==> src/rtl/tlsc_pkg.sv <==
// ----------------------------------------------------------------------------
// tlsc_pkg - shared types and constants for the toroidal life stepper
// Command and register codes, field widths, hash weights, the control
// state type and the request/response structs of the history ring.
// ----------------------------------------------------------------------------
package tlsc_pkg;

	// field widths fixed by the item format
	localparam int CMD_W     = 2;
	localparam int COORD_W   = 5;
	localparam int DIM_W     = 6;
	localparam int HASH_W    = 18;
	localparam int CFG_IDX_W = 2;

	// command codes
	localparam logic [CMD_W-1:0] CMD_WRITE = 2'd0;
	localparam logic [CMD_W-1:0] CMD_READ  = 2'd1;
	localparam logic [CMD_W-1:0] CMD_GEN   = 2'd2;

	// configuration register indexes
	localparam logic [CFG_IDX_W-1:0] REG_GRID_WIDTH  = 2'd0;
	localparam logic [CFG_IDX_W-1:0] REG_GRID_HEIGHT = 2'd1;

	// reset value of both grid dimensions
	localparam logic [DIM_W-1:0] DIM_RESET = 6'd16;

	// hash weights: 3 per column, 5 per row
	localparam logic [HASH_W-1:0] X_WEIGHT = 18'd3;
	localparam logic [HASH_W-1:0] Y_WEIGHT = 18'd5;

	// control sequencer states
	typedef enum logic [3:0] {
		ST_IDLE,
		ST_CELL_WR,
		ST_CELL_RD,
		ST_GEN_PREV,
		ST_GEN_CUR,
		ST_GEN_ROW,
		ST_GEN_HASH,
		ST_GEN_HIST,
		ST_RESULT
	} tlsc_state_t;

	// history ring request: store a new hash and scan for an equal entry
	typedef struct packed {
		logic              start;
		logic [HASH_W-1:0] hash;
	} hist_req_t;

	// history ring response
	typedef struct packed {
		logic busy;
		logic done;
		logic hit;
	} hist_rsp_t;

endpackage

==> src/rtl/tlsc_ram.sv <==
// ----------------------------------------------------------------------------
// tlsc_ram - generic single-clock RAM
// One write port, one read port, read data registered.
// ----------------------------------------------------------------------------
module tlsc_ram #(
	parameter int WIDTH = 8,
	parameter int DEPTH = 16,
	localparam int AW = (DEPTH > 1) ? $clog2(DEPTH) : 1
) (
	input  logic             clk,
	input  logic             we,
	input  logic [AW-1:0]    waddr,
	input  logic [WIDTH-1:0] wdata,
	input  logic [AW-1:0]    raddr,
	output logic [WIDTH-1:0] rd_data
);

	logic [WIDTH-1:0] mem_q [DEPTH];
	logic [WIDTH-1:0] rd_data_q;

	// write and registered read
	always_ff @(posedge clk) begin
		if (we) begin
			mem_q[waddr] <= wdata;
		end
		rd_data_q <= mem_q[raddr];
	end

	assign rd_data = rd_data_q;

endmodule

==> src/rtl/tlsc_row_rule.sv <==
// ----------------------------------------------------------------------------
// tlsc_row_rule - B3/S23 update of one grid row
// One lane per column counts the eight neighbors from the rows above, at
// and below, wrapping at the active width. Columns past the width keep
// their value.
// ----------------------------------------------------------------------------
module tlsc_row_rule #(
	parameter int SIDE = 32
) (
	input  logic [SIDE-1:0]              prev_row,
	input  logic [SIDE-1:0]              cur_row,
	input  logic [SIDE-1:0]              next_row,
	input  logic [tlsc_pkg::DIM_W-1:0]   width,
	output logic [SIDE-1:0]              new_row
);

	localparam int DW = tlsc_pkg::DIM_W;
	localparam int AW = $clog2(SIDE);

	logic [DW-1:0] wm1;
	logic [AW-1:0] wrap_idx;
	logic          wrap_p;
	logic          wrap_c;
	logic          wrap_n;

	// left neighbor of column 0 is the last active column
	assign wm1      = width - DW'(1);
	assign wrap_idx = AW'(wm1);
	assign wrap_p   = prev_row[wrap_idx];
	assign wrap_c   = cur_row[wrap_idx];
	assign wrap_n   = next_row[wrap_idx];

	for (genvar i = 0; i < SIDE; i++) begin : g_lane
		logic       l_p, l_c, l_n;
		logic       r_p, r_c, r_n;
		logic [7:0] nb;
		logic [3:0] cnt;

		// left neighbors
		if (i == 0) begin : g_left_wrap
			assign l_p = wrap_p;
			assign l_c = wrap_c;
			assign l_n = wrap_n;
		end else begin : g_left
			assign l_p = prev_row[i-1];
			assign l_c = cur_row[i-1];
			assign l_n = next_row[i-1];
		end

		// right neighbors, wrap to column 0 at the last active column
		if (i < SIDE - 1) begin : g_right
			assign r_p = (width == DW'(i + 1)) ? prev_row[0] : prev_row[i+1];
			assign r_c = (width == DW'(i + 1)) ? cur_row[0]  : cur_row[i+1];
			assign r_n = (width == DW'(i + 1)) ? next_row[0] : next_row[i+1];
		end else begin : g_right_wrap
			assign r_p = prev_row[0];
			assign r_c = cur_row[0];
			assign r_n = next_row[0];
		end

		assign nb  = {l_p, prev_row[i], r_p, l_c, r_c, l_n, next_row[i], r_n};
		assign cnt = 4'($countones(nb));

		// birth on 3, survival on 2 or 3
		assign new_row[i] = (DW'(i) < width) ?
			((cnt == 4'd3) || (cur_row[i] && (cnt == 4'd2))) : cur_row[i];
	end

endmodule

==> src/rtl/tlsc_hist.sv <==
// ----------------------------------------------------------------------------
// tlsc_hist - ring of generation hashes with a repeat scan
// On start the pointer advances, the hash is written there, and every
// other entry is read back one per cycle and compared with it. Entries
// never written read as zero.
// ----------------------------------------------------------------------------
module tlsc_hist #(
	parameter int DEPTH = 64
) (
	input  logic                 clk,
	input  logic                 arst_n,
	input  tlsc_pkg::hist_req_t  req,
	output tlsc_pkg::hist_rsp_t  rsp
);

	localparam int HW = tlsc_pkg::HASH_W;
	localparam int PW = $clog2(DEPTH);

	logic [PW-1:0]    ptr_q;
	logic [PW-1:0]    ptr_nxt;
	logic [PW-1:0]    scan_k_q;
	logic             busy_q;
	logic             hit_q;
	logic [HW-1:0]    hash_q;
	logic [DEPTH-1:0] ent_vld_q;
	logic             rd_act_s1;
	logic [PW-1:0]    rd_k_s1;
	logic             rd_vld_s1;
	logic [HW-1:0]    rd_data;
	logic [HW-1:0]    ent_val;
	logic             match;
	logic             last_k;

	// ring storage
	tlsc_ram #(
		.WIDTH (HW),
		.DEPTH (DEPTH)
	) u_ring (
		.clk     (clk),
		.we      (req.start),
		.waddr   (ptr_nxt),
		.wdata   (req.hash),
		.raddr   (scan_k_q),
		.rd_data (rd_data)
	);

	assign ptr_nxt = (ptr_q == PW'(DEPTH - 1)) ? '0 : ptr_q + PW'(1);
	assign ent_val = rd_vld_s1 ? rd_data : '0;
	assign match   = rd_act_s1 && (rd_k_s1 != ptr_q) && (ent_val == hash_q);
	assign last_k  = (scan_k_q == PW'(DEPTH - 1));

	// pointer, valid bits and scan control
	always_ff @(posedge clk or negedge arst_n) begin
		if (!arst_n) begin
			ptr_q     <= '0;
			scan_k_q  <= '0;
			busy_q    <= 1'b0;
			hit_q     <= 1'b0;
			ent_vld_q <= '0;
			rd_act_s1 <= 1'b0;
		end else begin
			rd_act_s1 <= busy_q;
			if (req.start) begin
				ptr_q              <= ptr_nxt;
				ent_vld_q[ptr_nxt] <= 1'b1;
				busy_q             <= 1'b1;
				scan_k_q           <= '0;
				hit_q              <= 1'b0;
			end else begin
				if (busy_q) begin
					scan_k_q <= scan_k_q + PW'(1);
					if (last_k) begin
						busy_q <= 1'b0;
					end
				end
				if (match) begin
					hit_q <= 1'b1;
				end
			end
		end
	end

	// read-side pipeline payload
	always_ff @(posedge clk) begin
		if (req.start) begin
			hash_q <= req.hash;
		end
		rd_k_s1   <= scan_k_q;
		rd_vld_s1 <= ent_vld_q[scan_k_q];
	end

	assign rsp.busy = busy_q || rd_act_s1;
	assign rsp.done = rd_act_s1 && (rd_k_s1 == PW'(DEPTH - 1));
	assign rsp.hit  = hit_q || match;

endmodule

==> src/rtl/toroidal_life_step_with_cycle_check.sv <==
// ----------------------------------------------------------------------------
// toroidal_life_step_with_cycle_check - Game of Life grid on a torus
// Row-organized cell memory with a sequencer that writes, reads or steps
// the grid one generation, plus a hash history ring that flags repeats.
// ----------------------------------------------------------------------------
// Usage:
//   Input channel (in_valid/in_ready) carries one command per transfer:
//   write a cell, read a cell, or run one generation. Every command yields
//   exactly one result transfer on the output channel (out_valid/out_ready).
//   Configuration writes (cfg_valid/cfg_ready, always ready) set the grid
//   width and height; change them only while the block is idle.
// Sequence:
//   Cell write or read: the command passes its cell state, then the result
//   state; a cell outside the active area, an unknown code or a generation
//   with a zero dimension goes straight to the result state.
//   Generation: each row goes through the neighbor lanes and then the serial
//   hash walk; the ring scan reads one history entry per cycle.
//   One command in flight.
// Reset:
//   All cells read dead and the ring reads zero through per-row and
//   per-entry valid bits; no clearing pass is needed.
// Stalls:
//   The output register holds a result until it is taken; a new command is
//   accepted meanwhile, and its result waits if the register is still full.
// ----------------------------------------------------------------------------
module toroidal_life_step_with_cycle_check #(
	parameter int MAX_SIDE      = 32,
	parameter int HISTORY_DEPTH = 64
) (
	input  logic                               clk,
	input  logic                               arst_n,
	// command channel
	input  logic                               in_valid,
	output logic                               in_ready,
	input  logic [tlsc_pkg::CMD_W-1:0]         command,
	input  logic [tlsc_pkg::COORD_W-1:0]       cell_x,
	input  logic [tlsc_pkg::COORD_W-1:0]       cell_y,
	input  logic                               cell_in,
	// result channel
	output logic                               out_valid,
	input  logic                               out_ready,
	output logic                               cell_out,
	output logic [tlsc_pkg::HASH_W-1:0]        grid_hash,
	output logic                               repeat_seen,
	// configuration channel
	input  logic                               cfg_valid,
	output logic                               cfg_ready,
	input  logic [tlsc_pkg::CFG_IDX_W-1:0]     cfg_index,
	input  logic [tlsc_pkg::DIM_W-1:0]         cfg_data
);

	localparam int AW = $clog2(MAX_SIDE);
	localparam int DW = tlsc_pkg::DIM_W;
	localparam int HW = tlsc_pkg::HASH_W;
	localparam logic [DW:0] MAX_SIDE_C = (DW + 1)'(MAX_SIDE);

	tlsc_pkg::tlsc_state_t state_q, state_d;

	logic [DW-1:0]       width_q, height_q;
	logic [DW-1:0]       w_eff, h_eff;
	logic                in_xfer, cfg_xfer, in_area;
	logic [MAX_SIDE-1:0] row_vld_q;
	logic                rd_row_vld_s1;

	logic                grid_we;
	logic [AW-1:0]       grid_waddr, grid_raddr;
	logic [MAX_SIDE-1:0] grid_wdata, grid_rdata, grid_row;

	logic [AW-1:0]       x_q, y_q;
	logic                v_q;
	logic [MAX_SIDE-1:0] prev_q, cur_q, row0_q, new_q;
	logic [MAX_SIDE-1:0] next_row, new_row;
	logic [HW-1:0]       acc_q, term_q, base_q, acc_nxt;
	logic                last_row, last_x;

	logic                res_cell_q, res_rep_q;
	logic [HW-1:0]       res_hash_q;
	logic                out_valid_q, cell_out_q, repeat_seen_q;
	logic [HW-1:0]       grid_hash_q;
	logic                out_load;

	tlsc_pkg::hist_req_t hist_req;
	tlsc_pkg::hist_rsp_t hist_rsp;

	// handshakes and effective dimensions
	assign cfg_ready = 1'b1;
	assign cfg_xfer  = cfg_valid && cfg_ready;
	assign in_xfer   = in_valid && in_ready;
	assign w_eff     = ({1'b0, width_q} > MAX_SIDE_C) ? DW'(MAX_SIDE) : width_q;
	assign h_eff     = ({1'b0, height_q} > MAX_SIDE_C) ? DW'(MAX_SIDE) : height_q;
	assign in_area   = (DW'(cell_x) < w_eff) && (DW'(cell_y) < h_eff);

	// cell grid, one word per row
	tlsc_ram #(
		.WIDTH (MAX_SIDE),
		.DEPTH (MAX_SIDE)
	) u_grid (
		.clk     (clk),
		.we      (grid_we),
		.waddr   (grid_waddr),
		.wdata   (grid_wdata),
		.raddr   (grid_raddr),
		.rd_data (grid_rdata)
	);

	// rows never written read as dead
	assign grid_row = rd_row_vld_s1 ? grid_rdata : '0;

	// generation datapath
	assign last_row = (DW'(y_q) == (h_eff - DW'(1)));
	assign last_x   = (DW'(x_q) == (w_eff - DW'(1)));
	assign next_row = last_row ? row0_q : grid_row;
	assign acc_nxt  = new_q[x_q] ? (acc_q + term_q) : acc_q;

	tlsc_row_rule #(
		.SIDE (MAX_SIDE)
	) u_rule (
		.prev_row (prev_q),
		.cur_row  (cur_q),
		.next_row (next_row),
		.width    (w_eff),
		.new_row  (new_row)
	);

	tlsc_hist #(
		.DEPTH (HISTORY_DEPTH)
	) u_hist (
		.clk    (clk),
		.arst_n (arst_n),
		.req    (hist_req),
		.rsp    (hist_rsp)
	);

	// sequencer: next state and memory control
	always_comb begin
		state_d        = state_q;
		in_ready       = 1'b0;
		grid_we        = 1'b0;
		grid_waddr     = y_q;
		grid_wdata     = new_row;
		grid_raddr     = y_q;
		hist_req.start = 1'b0;
		hist_req.hash  = acc_nxt;
		out_load       = 1'b0;
		case (state_q)
			tlsc_pkg::ST_IDLE: begin
				in_ready   = 1'b1;
				grid_raddr = AW'(cell_y);
				if (in_valid) begin
					state_d = tlsc_pkg::ST_RESULT;
					case (command)
						tlsc_pkg::CMD_WRITE: begin
							if (in_area) begin
								state_d = tlsc_pkg::ST_CELL_WR;
							end
						end
						tlsc_pkg::CMD_READ: begin
							if (in_area) begin
								state_d = tlsc_pkg::ST_CELL_RD;
							end
						end
						tlsc_pkg::CMD_GEN: begin
							if ((w_eff != '0) && (h_eff != '0)) begin
								grid_raddr = AW'(h_eff - DW'(1));
								state_d    = tlsc_pkg::ST_GEN_PREV;
							end
						end
						default: begin
							state_d = tlsc_pkg::ST_RESULT;
						end
					endcase
				end
			end
			tlsc_pkg::ST_CELL_WR: begin
				grid_we           = 1'b1;
				grid_wdata        = grid_row;
				grid_wdata[x_q]   = v_q;
				state_d           = tlsc_pkg::ST_RESULT;
			end
			tlsc_pkg::ST_CELL_RD: begin
				state_d = tlsc_pkg::ST_RESULT;
			end
			tlsc_pkg::ST_GEN_PREV: begin
				grid_raddr = '0;
				state_d    = tlsc_pkg::ST_GEN_CUR;
			end
			tlsc_pkg::ST_GEN_CUR: begin
				grid_raddr = AW'(1);
				state_d    = tlsc_pkg::ST_GEN_ROW;
			end
			tlsc_pkg::ST_GEN_ROW: begin
				grid_we = 1'b1;
				state_d = tlsc_pkg::ST_GEN_HASH;
			end
			tlsc_pkg::ST_GEN_HASH: begin
				// prefetch the row below the next one
				grid_raddr = AW'({1'b0, y_q} + (AW + 1)'(2));
				if (last_x) begin
					if (last_row) begin
						hist_req.start = 1'b1;
						state_d        = tlsc_pkg::ST_GEN_HIST;
					end else begin
						state_d = tlsc_pkg::ST_GEN_ROW;
					end
				end
			end
			tlsc_pkg::ST_GEN_HIST: begin
				if (hist_rsp.done) begin
					state_d = tlsc_pkg::ST_RESULT;
				end
			end
			tlsc_pkg::ST_RESULT: begin
				if (!out_valid_q || out_ready) begin
					out_load = 1'b1;
					state_d  = tlsc_pkg::ST_IDLE;
				end
			end
			default: begin
				state_d = tlsc_pkg::ST_IDLE;
			end
		endcase
	end

	// control registers
	always_ff @(posedge clk or negedge arst_n) begin
		if (!arst_n) begin
			state_q       <= tlsc_pkg::ST_IDLE;
			width_q       <= tlsc_pkg::DIM_RESET;
			height_q      <= tlsc_pkg::DIM_RESET;
			row_vld_q     <= '0;
			rd_row_vld_s1 <= 1'b0;
			out_valid_q   <= 1'b0;
		end else begin
			state_q       <= state_d;
			rd_row_vld_s1 <= row_vld_q[grid_raddr];
			if (grid_we) begin
				row_vld_q[grid_waddr] <= 1'b1;
			end
			if (cfg_xfer) begin
				case (cfg_index)
					tlsc_pkg::REG_GRID_WIDTH:  width_q  <= cfg_data;
					tlsc_pkg::REG_GRID_HEIGHT: height_q <= cfg_data;
					default: ;
				endcase
			end
			if (out_load) begin
				out_valid_q <= 1'b1;
			end else if (out_ready) begin
				out_valid_q <= 1'b0;
			end
		end
	end

	// datapath registers
	always_ff @(posedge clk) begin
		case (state_q)
			tlsc_pkg::ST_IDLE: begin
				if (in_xfer) begin
					x_q        <= AW'(cell_x);
					y_q        <= AW'(cell_y);
					v_q        <= cell_in;
					res_cell_q <= 1'b0;
					res_hash_q <= '0;
					res_rep_q  <= 1'b0;
				end
			end
			tlsc_pkg::ST_CELL_RD: begin
				res_cell_q <= grid_row[x_q];
			end
			tlsc_pkg::ST_GEN_PREV: begin
				prev_q <= grid_row;
			end
			tlsc_pkg::ST_GEN_CUR: begin
				cur_q  <= grid_row;
				row0_q <= grid_row;
				y_q    <= '0;
				base_q <= '0;
				acc_q  <= '0;
			end
			tlsc_pkg::ST_GEN_ROW: begin
				new_q  <= new_row;
				prev_q <= cur_q;
				cur_q  <= next_row;
				x_q    <= '0;
				term_q <= base_q;
			end
			tlsc_pkg::ST_GEN_HASH: begin
				// serial hash walk over the new row
				acc_q  <= acc_nxt;
				term_q <= term_q + tlsc_pkg::X_WEIGHT;
				x_q    <= x_q + AW'(1);
				if (last_x) begin
					if (last_row) begin
						res_hash_q <= acc_nxt;
					end else begin
						y_q    <= y_q + AW'(1);
						base_q <= base_q + tlsc_pkg::Y_WEIGHT;
					end
				end
			end
			tlsc_pkg::ST_GEN_HIST: begin
				if (hist_rsp.done) begin
					res_rep_q <= hist_rsp.hit;
				end
			end
			default: ;
		endcase
		if (out_load) begin
			cell_out_q    <= res_cell_q;
			grid_hash_q   <= res_hash_q;
			repeat_seen_q <= res_rep_q;
		end
	end

	assign out_valid   = out_valid_q;
	assign cell_out    = cell_out_q;
	assign grid_hash   = grid_hash_q;
	assign repeat_seen = repeat_seen_q;

	// checks
	a_hist_start_idle: assert property (@(posedge clk) disable iff (!arst_n)
		hist_req.start |-> !hist_rsp.busy)
		else $error("history scan started while busy");

	a_hist_done_state: assert property (@(posedge clk) disable iff (!arst_n)
		hist_rsp.done |-> (state_q == tlsc_pkg::ST_GEN_HIST))
		else $error("history scan finished outside its wait state");

	a_result_source: assert property (@(posedge clk) disable iff (!arst_n)
		$rose(out_valid_q) |-> $past(state_q == tlsc_pkg::ST_RESULT))
		else $error("result appeared without passing the result state");

	a_row_in_range: assert property (@(posedge clk) disable iff (!arst_n)
		(state_q == tlsc_pkg::ST_GEN_ROW) |-> (DW'(y_q) < h_eff))
		else $error("generation row beyond active height");

endmodule
==> config.mk <==
export PLATFORM = sky130hd
export DESIGN_NAME = toroidal_life_step_with_cycle_check
export DESIGN_NICKNAME = d
export VERILOG_FILES = /design/src/rtl/tlsc_pkg.sv /design/src/rtl/tlsc_ram.sv /design/src/rtl/tlsc_row_rule.sv /design/src/rtl/tlsc_hist.sv /design/src/rtl/toroidal_life_step_with_cycle_check.sv
export SDC_FILE = /design/constraint.sdc
export NUM_CORES = 2
export LEC_CHECK = 0
export ABC_AREA = 1
export BUFFER_PORTS_ARGS = -buffer_cell sky130_fd_sc_hd__buf_4
export CORE_MARGIN = 10
export CORE_UTILIZATION = 37
export DETAILED_ROUTE_END_ITERATION = 10
export SYNTH_ARGS = -nofsm -noshare
export SYNTH_HDL_FRONTEND = slang
export SYNTH_SLANG_ARGS = --single-unit
==> constraint.sdc <==
create_clock -name clk -period 7.06 [get_ports clk]
set_input_delay 1.412 -clock clk [delete_from_list [all_inputs] [get_ports clk]]
set_output_delay 1.412 -clock clk [all_outputs]
set_load 0.03 [all_outputs]
# Word-level counts from Yosys, hierarchy flattened
# Memory sizes are Yosys's and may differ from the RTL's. A register that Yosys moved wholly into a read port is not among the register bits.
# Index checks and enable logic that the tools add are counted.
[totals]
ff_bits = 387
latchBits = 0
ram_bits = 2176
mem_bits_ro = 0
inputBits = 26
output_inout_bits = 23
word_cells = 748
memories = 2
[op_classes]
add_sub_neg = 234
multipliers = 0
div = 0
order_cmp = 45
eq_ne = 120
n_shift = 0
n_mux = 209
n_bitwise = 2
reduce_logical = 105
[memory_table]
columns = ["name", "depth", "word_bits", "read_ports", "rd_clocked_by_memory_dff", "wr", "line_no", "rtl"]
rows = [
  ["u_hist.u_ring.mem_q", 64, 18, 1, 1, 1, "tlsc_ram.sv:18", "logic [WIDTH-1:0] mem_q [DEPTH];"],
  ["u_grid.mem_q", 32, 32, 1, 1, 1, "tlsc_ram.sv:18", ""],
]
[ops]
columns = ["op", "count"]
rows = [
  ["4-bit adder", 96],
  ["4-bit by 2-bit equality test with 1-bit output (second input constant)", 66],
  ["1-bit by 1-bit adder with 2-bit output", 128],
  ["1-bit 2-to-1 mux", 155],
  ["18-bit one-hot mux with 2 select lines", 4],
  ["32-bit one-hot mux with 2 select lines", 2],
  ["18-bit 2-to-1 mux", 7],
  ["6-bit by 5-bit equality test with 1-bit output (second input constant)", 16],
  ["5-bit by 6-bit < comparator with 1-bit output (first input constant)", 16],
  ["32-bit 2-to-1 mux", 3],
  ["64-bit OR", 1],
  ["6-bit by 4-bit equality test with 1-bit output (second input constant)", 8],
  ["4-bit by 6-bit < comparator with 1-bit output (first input constant)", 8],
  ["1-bit logical AND", 41],
  ["5-bit 2-to-1 mux", 7],
  ["1-bit logical OR", 34],
  ["32-bit bitwise mux", 1],
  ["32-bit OR", 1],
  ["4-bit one-hot mux with 8 select lines", 1],
  ["1-bit binary-select mux with 5-bit select", 6],
  ["6-bit 2-to-1 mux", 5],
  ["5-bit one-hot mux with 3 select lines", 2],
  ["4-bit 2-to-1 mux", 7],
  ["6-bit by 3-bit equality test with 1-bit output (second input constant)", 4],
  ["other kinds (45)", 96],
]

# Depth between registers and ports, before layout
[logic_depth]
word_depth = 15
ltp_mapped = 32
ltp_nobuf = 29

# By module
# Synthesis repeated with hierarchy kept, for this count alone.
[hier_totals]
cells_unflattened = 10913
hier_area_um2 = 117875.6
[modules_own_cells]
columns = ["mod", "instances", "cells_each", "area_each_um2", "seq_area_each_um2"]
rows = [
  ["tlsc_ram (u_hist.u_ring)", 1, 3960, 47289.1, 34953.5],
  ["tlsc_ram (u_grid)", 1, 3536, 42405.7, 31390.1],
  ["toroidal_life_step_with_cycle_check", 1, 1694, 15372.2, 8250.4],
  ["tlsc_row_rule", 1, 1156, 7973.9, 0.0],
  ["tlsc_hist", 1, 567, 4834.6, 2657.5],
]

# Worst setup path before layout
# Ideal clock, no wire load.
[synth_path]
path_type = "reg2reg"
start = "register width_q[5]"
end = "memory u_grid.mem_q[0][3] (netlist name) (data pin)"
setup_time_ns = 0.454
arrival_time_ns = 5.552
t_required_ns = 6.606
slack_ns = 1.054
stages_incl_launch_ff = 26
n_path_buf = 5
period_less_slack_ns = 6.006
path_cell_list = "dfrtp_1 -> buf_6 -> inv_4 -> nand2_2 -> buf_2 -> clkbuf_1 -> clkbuf_1 -> ha_1 -> clkbuf_2 -> nand2_1 -> nor2_1 -> inv_1 -> nand2_1 -> o21ai_0 -> ha_1 -> inv_1 -> fa_1 -> inv_1 -> fa_1 -> ha_1 -> fa_1 -> nor2_1 -> nand2_1 -> nand2_1 -> nand2_1 -> o21ai_0"
[synth_via]
elab_chain_len = 12
word_cells_on_any_way = 19
classes_between = "add/sub: 6; order compare: 2; eq/ne: 3; mux: 6; reduce/logical: 2"
[synth_lines]
columns = ["item", "line_no", "rtl"]
rows = [
  ["from (decl)", "toroidal_life_step_with_cycle_check.sv:59", "logic [DW-1:0] width_q, height_q;"],
  ["from (signal assigned)", "toroidal_life_step_with_cycle_check.sv:228", "width_q <= tlsc_pkg::DIM_RESET;"],
  ["from (signal assigned)", "toroidal_life_step_with_cycle_check.sv:241", "tlsc_pkg::REG_GRID_WIDTH: width_q <= cfg_data;"],
  ["6-bit > comparator", "toroidal_life_step_with_cycle_check.sv:89", "assign w_eff = ({1'b0, width_q} > MAX_SIDE_C) ? DW'(MAX_SIDE) : width_q;"],
  ["6-bit 2-to-1 mux *", "toroidal_life_step_with_cycle_check.sv:89", ""],
  ["6-bit by 3-bit equality test with 1-bit output", "tlsc_row_rule.sv:52, tlsc_row_rule.sv:53, tlsc_row_rule.sv:54", ""],
  ["1-bit 2-to-1 mux, on equally long branches", "tlsc_row_rule.sv:54, tlsc_row_rule.sv:52, tlsc_row_rule.sv:53", ""],
  ["1-bit by 1-bit adder with 2-bit output (implied by the code)", "tlsc_row_rule.sv:62", "assign cnt = 4'($countones(nb));"],
  ["4-bit adder (implied by the code) (2 in series)", "tlsc_row_rule.sv:62", ""],
  ["4-bit by 2-bit equality test with 1-bit output", "tlsc_row_rule.sv:66", "((cnt == 4'd3) || (cur_row[i] && (cnt == 4'd2))) : cur_row[i];"],
  ["1-bit logical AND", "tlsc_row_rule.sv:66", ""],
  ["1-bit logical OR", "tlsc_row_rule.sv:66", ""],
  ["1-bit 2-to-1 mux *", "tlsc_row_rule.sv:65", "assign new_row[i] = (DW'(i) < width) ?"],
  ["32-bit 2-to-1 mux *", "toroidal_life_step_with_cycle_check.sv:145", "case (state_q)"],
  ["named net grid_wdata[3]", "toroidal_life_step_with_cycle_check.sv:67", "logic [MAX_SIDE-1:0] grid_wdata, grid_rdata, grid_row;"],
  ["to (decl)", "tlsc_ram.sv:18", ""],
]
# Mark *: on every way through the listed nets, which the timed path passes. The rest lies on a longest branch.

# Worst setup path after layout
[layout_path]
start = "register height_q[5]"
end = "memory u_grid.mem_q[3][26] (netlist name) (data pin)"
[layout_via]
elab_chain_len = 14
word_cells_on_any_way = 16
classes_between = "add/sub: 5; order compare: 1; eq/ne: 3; mux: 5; reduce/logical: 2"
[layout_lines]
columns = ["item", "line_no", "rtl"]
rows = [
  ["from (decl)", "toroidal_life_step_with_cycle_check.sv:59", ""],
  ["from (signal assigned)", "toroidal_life_step_with_cycle_check.sv:229", "height_q <= tlsc_pkg::DIM_RESET;"],
  ["from (signal assigned)", "toroidal_life_step_with_cycle_check.sv:242", "tlsc_pkg::REG_GRID_HEIGHT: height_q <= cfg_data;"],
  ["6-bit > comparator", "toroidal_life_step_with_cycle_check.sv:90", "assign h_eff = ({1'b0, height_q} > MAX_SIDE_C) ? DW'(MAX_SIDE) : height_q;"],
  ["6-bit 2-to-1 mux *", "toroidal_life_step_with_cycle_check.sv:90", ""],
  ["6-bit by 1-bit subtractor with 6-bit output *", "n/a", ""],
  ["5-bit by 6-bit equality test with 1-bit output *", "toroidal_life_step_with_cycle_check.sv:110", "assign last_row = (DW'(y_q) == (h_eff - DW'(1)));"],
  ["32-bit 2-to-1 mux *", "toroidal_life_step_with_cycle_check.sv:112", "assign next_row = last_row ? row0_q : grid_row;"],
  ["1-bit 2-to-1 mux", "tlsc_row_rule.sv:54", "assign r_n = (width == DW'(i + 1)) ? next_row[0] : next_row[i+1];"],
  ["1-bit by 1-bit adder with 2-bit output (implied by the code)", "tlsc_row_rule.sv:62", ""],
  ["4-bit adder (implied by the code) * (2 in series)", "tlsc_row_rule.sv:62", ""],
  ["4-bit by 2-bit equality test with 1-bit output", "tlsc_row_rule.sv:66", ""],
  ["1-bit logical AND", "tlsc_row_rule.sv:66", ""],
  ["1-bit logical OR *", "tlsc_row_rule.sv:66", ""],
  ["1-bit 2-to-1 mux *", "tlsc_row_rule.sv:65", ""],
  ["named net new_row[26]", "toroidal_life_step_with_cycle_check.sv:72", "logic [MAX_SIDE-1:0] next_row, new_row;"],
  ["32-bit 2-to-1 mux *", "toroidal_life_step_with_cycle_check.sv:145", ""],
  ["named net grid_wdata[26]", "toroidal_life_step_with_cycle_check.sv:67", ""],
]
# Marked as above.

==> results_dict.tcl <==
set metrics [dict create \
    slew-limit-headroom 0.131 \
    place_ws_ns 0.497 \
    row_count 208 \
    worstPathMaxFanout 32 \
    skew_ns 0.0759 \
    clock-root-buffer "clkbuf_16" \
    ioPinCount 49 \
    yosysMostFrequentCell "edfxtp_1" \
    synth-seq-area-share 0.649 \
    synthDistinctLibCells 67 \
    cts_buffers 279 \
    cp-start-kind "flip-flop" \
    irDropWorstVdd_v 0.000625 \
    rsz0062_at_grt "no" \
    place_area_sq_mm 0.124 \
    fin_cells 15300 \
    cp-end-kind "flip-flop" \
    antenna_found_initial 9 \
    via_per_inst 5.48 \
    whs_ns 0.418 \
    place.gp.congestion 0.929 \
    coreArea_sq_mm 0.321 \
    grt_most_used_layer "met2" \
    final_layout_size_suffix_gt1_frac 0.0790 \
    crit_arrival_ns 7.13 \
    drv_cap 0 \
    clockBufferDepth 4 \
    grt_pass1_vias 80600 \
    hold_buffers 0 \
    nNetsFinal 11200 \
    grt_max_degree 213 \
    grt_use_total 0.200 \
    combPwrFrac 0.415 \
    min-delay-start "res_hash_q[16]$_DFFE_PP_" \
    post-place-cells 14800 \
    power.leakage_nw 50.9 \
    htree_levels 5 \
    status "completed" \
    dp_hpwl_microns 207000 \
    pwr-share-clk 0.234 \
    area_growth_syn_to_layout_pct 12.0 \
    rr_worst_depth 25 \
    critPathKind "reg2reg" \
    rr_startpoint "height_q[5]$_DFFE_PN0P_" \
    utilization 0.415 \
    grt_util_met1 0.277 \
    cts.sinks 2613 \
    dieArea_sq_mm 0.345 \
    yosysWarnings 0 \
    syn_inst 10900 \
    drt_iter0_drc 9610 \
    tightest_slew_ns 1.30 \
    grt_util_met3 0.0343 \
    clk_pin_slew_ns 0.07 \
    fin_crit_ns 6.67 \
    synth.area.top_cells "edfxtp_1 61%, nand3_1 5.8%, nand2_1 5.8%" \
    routed_wl_microns 360000 \
    dr.pass1.iters 9 \
    cts_setup_buffers 0 \
    portBuffers 47 \
    internal-power_mw 35.8 \
    cts_tree "yes" \
    grt_pass1_wl_microns 531000 \
    setup_viol 0 \
    min_delay_path_depth 0 \
    max_freq_mhz 150 \
    antenna_left 0 \
    synth_nets 11200 \
    swShare 0.414 \
    seqPwrFrac 0.352 \
    powerDensity_mw_per_mm2 459 \
    drc 0 \
    synth-seq-cells 2613 \
    clk-insertion-delay-late_ns 0.87 \
    cp.required_ns 7.52 \
    power_switching_mw 25.3 \
    die_y_microns 587 \
    power.total_mw 61.1 \
    num_vias 83900 \
    die_width_microns 587 \
    synth_top_area_cell "edfxtp_1" \
    yosysTopAreaCellShare 0.613 \
    post-route-period-util 0.945 \
    cts_resized 0 \
    wl_per_cell_microns 23.6 \
    synth_edf_count 2427 \
    use_met2 0.317 \
    timing.setup.tns_ns 0 \
    hold_viol_final 0 \
    grt-ovfl-total 0 \
    crit_start "height_q[5]$_DFFE_PN0P_" \
    start_util 0.371 \
    async_flop_share 0.0494 \
    syn_avg_cell_area_sq_um 11.0 \
    synthTopCellsByCount "2427 x edfxtp_1, 1827 x nand2_1, 1385 x nand3_1, 1134 x inv_1, 994 x o21ai_0" \
    timing.final.ws_setup_ns 0.391 \
    synth_top_flop_cell "edfxtp_1" \
    fin_area_sq_mm 0.133 \
    hold_path.class "reg2reg" \
    slew_viol_final 0 \
    synth_area_sq_mm 0.119 \
]
## cell type report
cell class / instances / area [sq um]
Antenna cell: 7 / 17.5
Clock buffer: 357 / 7520
Clock inverter: 130 / 1200
Fill cell: 30100 / 187000
Inverter: 1153 / 4350
Multi-Input combinational cell: 6451 / 35100
Sequential cell: 2613 / 77300
Tap cell: 4305 / 5390
Timing Repair Buffer: 282 / 2370
## routing by layer
metal / vias up / routed length (microns)
met5: - / 181
met4: 4 / 13600
met3: 680 / 31400
met2: 3819 / 165000
met1: 41800 / 150000
li1: 37600 / -
## registers in the layout, indices dropped and copies added (netlist names), 18 cells and up
name                   count
u_hist.u_ring.mem_q     1152
u_grid.mem_q            1024
u_hist.ent_vld_q          64
cur_q                     32
new_q                     32
prev_q                    32
row0_q                    32
row_vld_q                 32
u_grid.rd_data            32
acc_q                     18
base_q                    18
grid_hash                 18
res_hash_q                18
term_q                    18
u_hist.hash_q             18
u_hist.u_ring.rd_data     18
## cells by family (layout without fill, tap and decap cells)
logic type               count (synthesis)  after routing  share of synthesized area
other                                    1              8                  0.0000315
flip-flops                            2613           2613                      0.649
AND/OR/NAND/NOR                       4409           4409                      0.163
AO/OA/AOI/OAI                         1640           1640                     0.0784
adder cells (fa/ha/maj)                365            365                     0.0465
buffers and inverters                 1789           1922                     0.0599
XOR/XNOR                                36             36                    0.00265
## worst max-delay path: stages, from the launching register on
cell and delay, ns:
dfrtp_1 0.45, inv_2 0.22, nand2_1 0.18, ha_1 0.32, inv_1 0.10, nand2_1 0.07
nand3_1 0.08, nand2_1 0.10, nor2_2 0.22, nand3_2 0.31, buf_4 0.33, nand2_1 0.12
nand2_1 0.10, o21ai_0 0.23, ha_1 0.19, inv_1 0.05, fa_1 0.54, inv_1 0.06
fa_1 0.54, ha_1 0.15, inv_1 0.05, fa_1 0.48, nand3_1 0.06, a22oi_1 0.37
nand2_1 0.15, nand2_1 0.82
## cell usage in the layout (no fill, tap or decap), types with 58 or more instances in the layout
cell type	count
edfxtp_1	2427
nand2_1	1826
nand3_1	1385
inv_1	1112
o21ai_0	989
nor2_1	787
clkbuf_16	285
buf_4	261
ha_1	236
o22ai_1	192
a21oi_1	166
nand3b_1	162
fa_1	129
dfrtp_1	124
o221ai_1	118
clkbuf_1	60
clkinv_1	58
## power groups by stage
stage                     Sequential [mW]  Combinational, mW  Clock [mW]
final                                21.5               25.3        14.3
after global routing                 21.5               27.8        15.1
after CTS                            21.5               25.2        14.5
after detailed placement             21.8               25.1           0
after global placement               21.8               24.6           0
after floorplan                      21.8               16.0           0
## final timing paths
check	end	slack (ns)
max reg2reg	u_grid.mem_q[3][26]$_DFFE_PP_	0.39
min in group asynchronous	u_hist.ent_vld_q[39]$_DFFE_PN0P_	0.58
min	grid_hash[16]$_DFFE_PP_	0.42
max	u_grid.mem_q[3][26]$_DFFE_PP_	0.39
min reg2reg	grid_hash[16]$_DFFE_PP_	0.42
max in group asynchronous	u_hist.scan_k_q[0]$_DFFE_PN0P_	5.04
(Power assumes the default switching activity.)
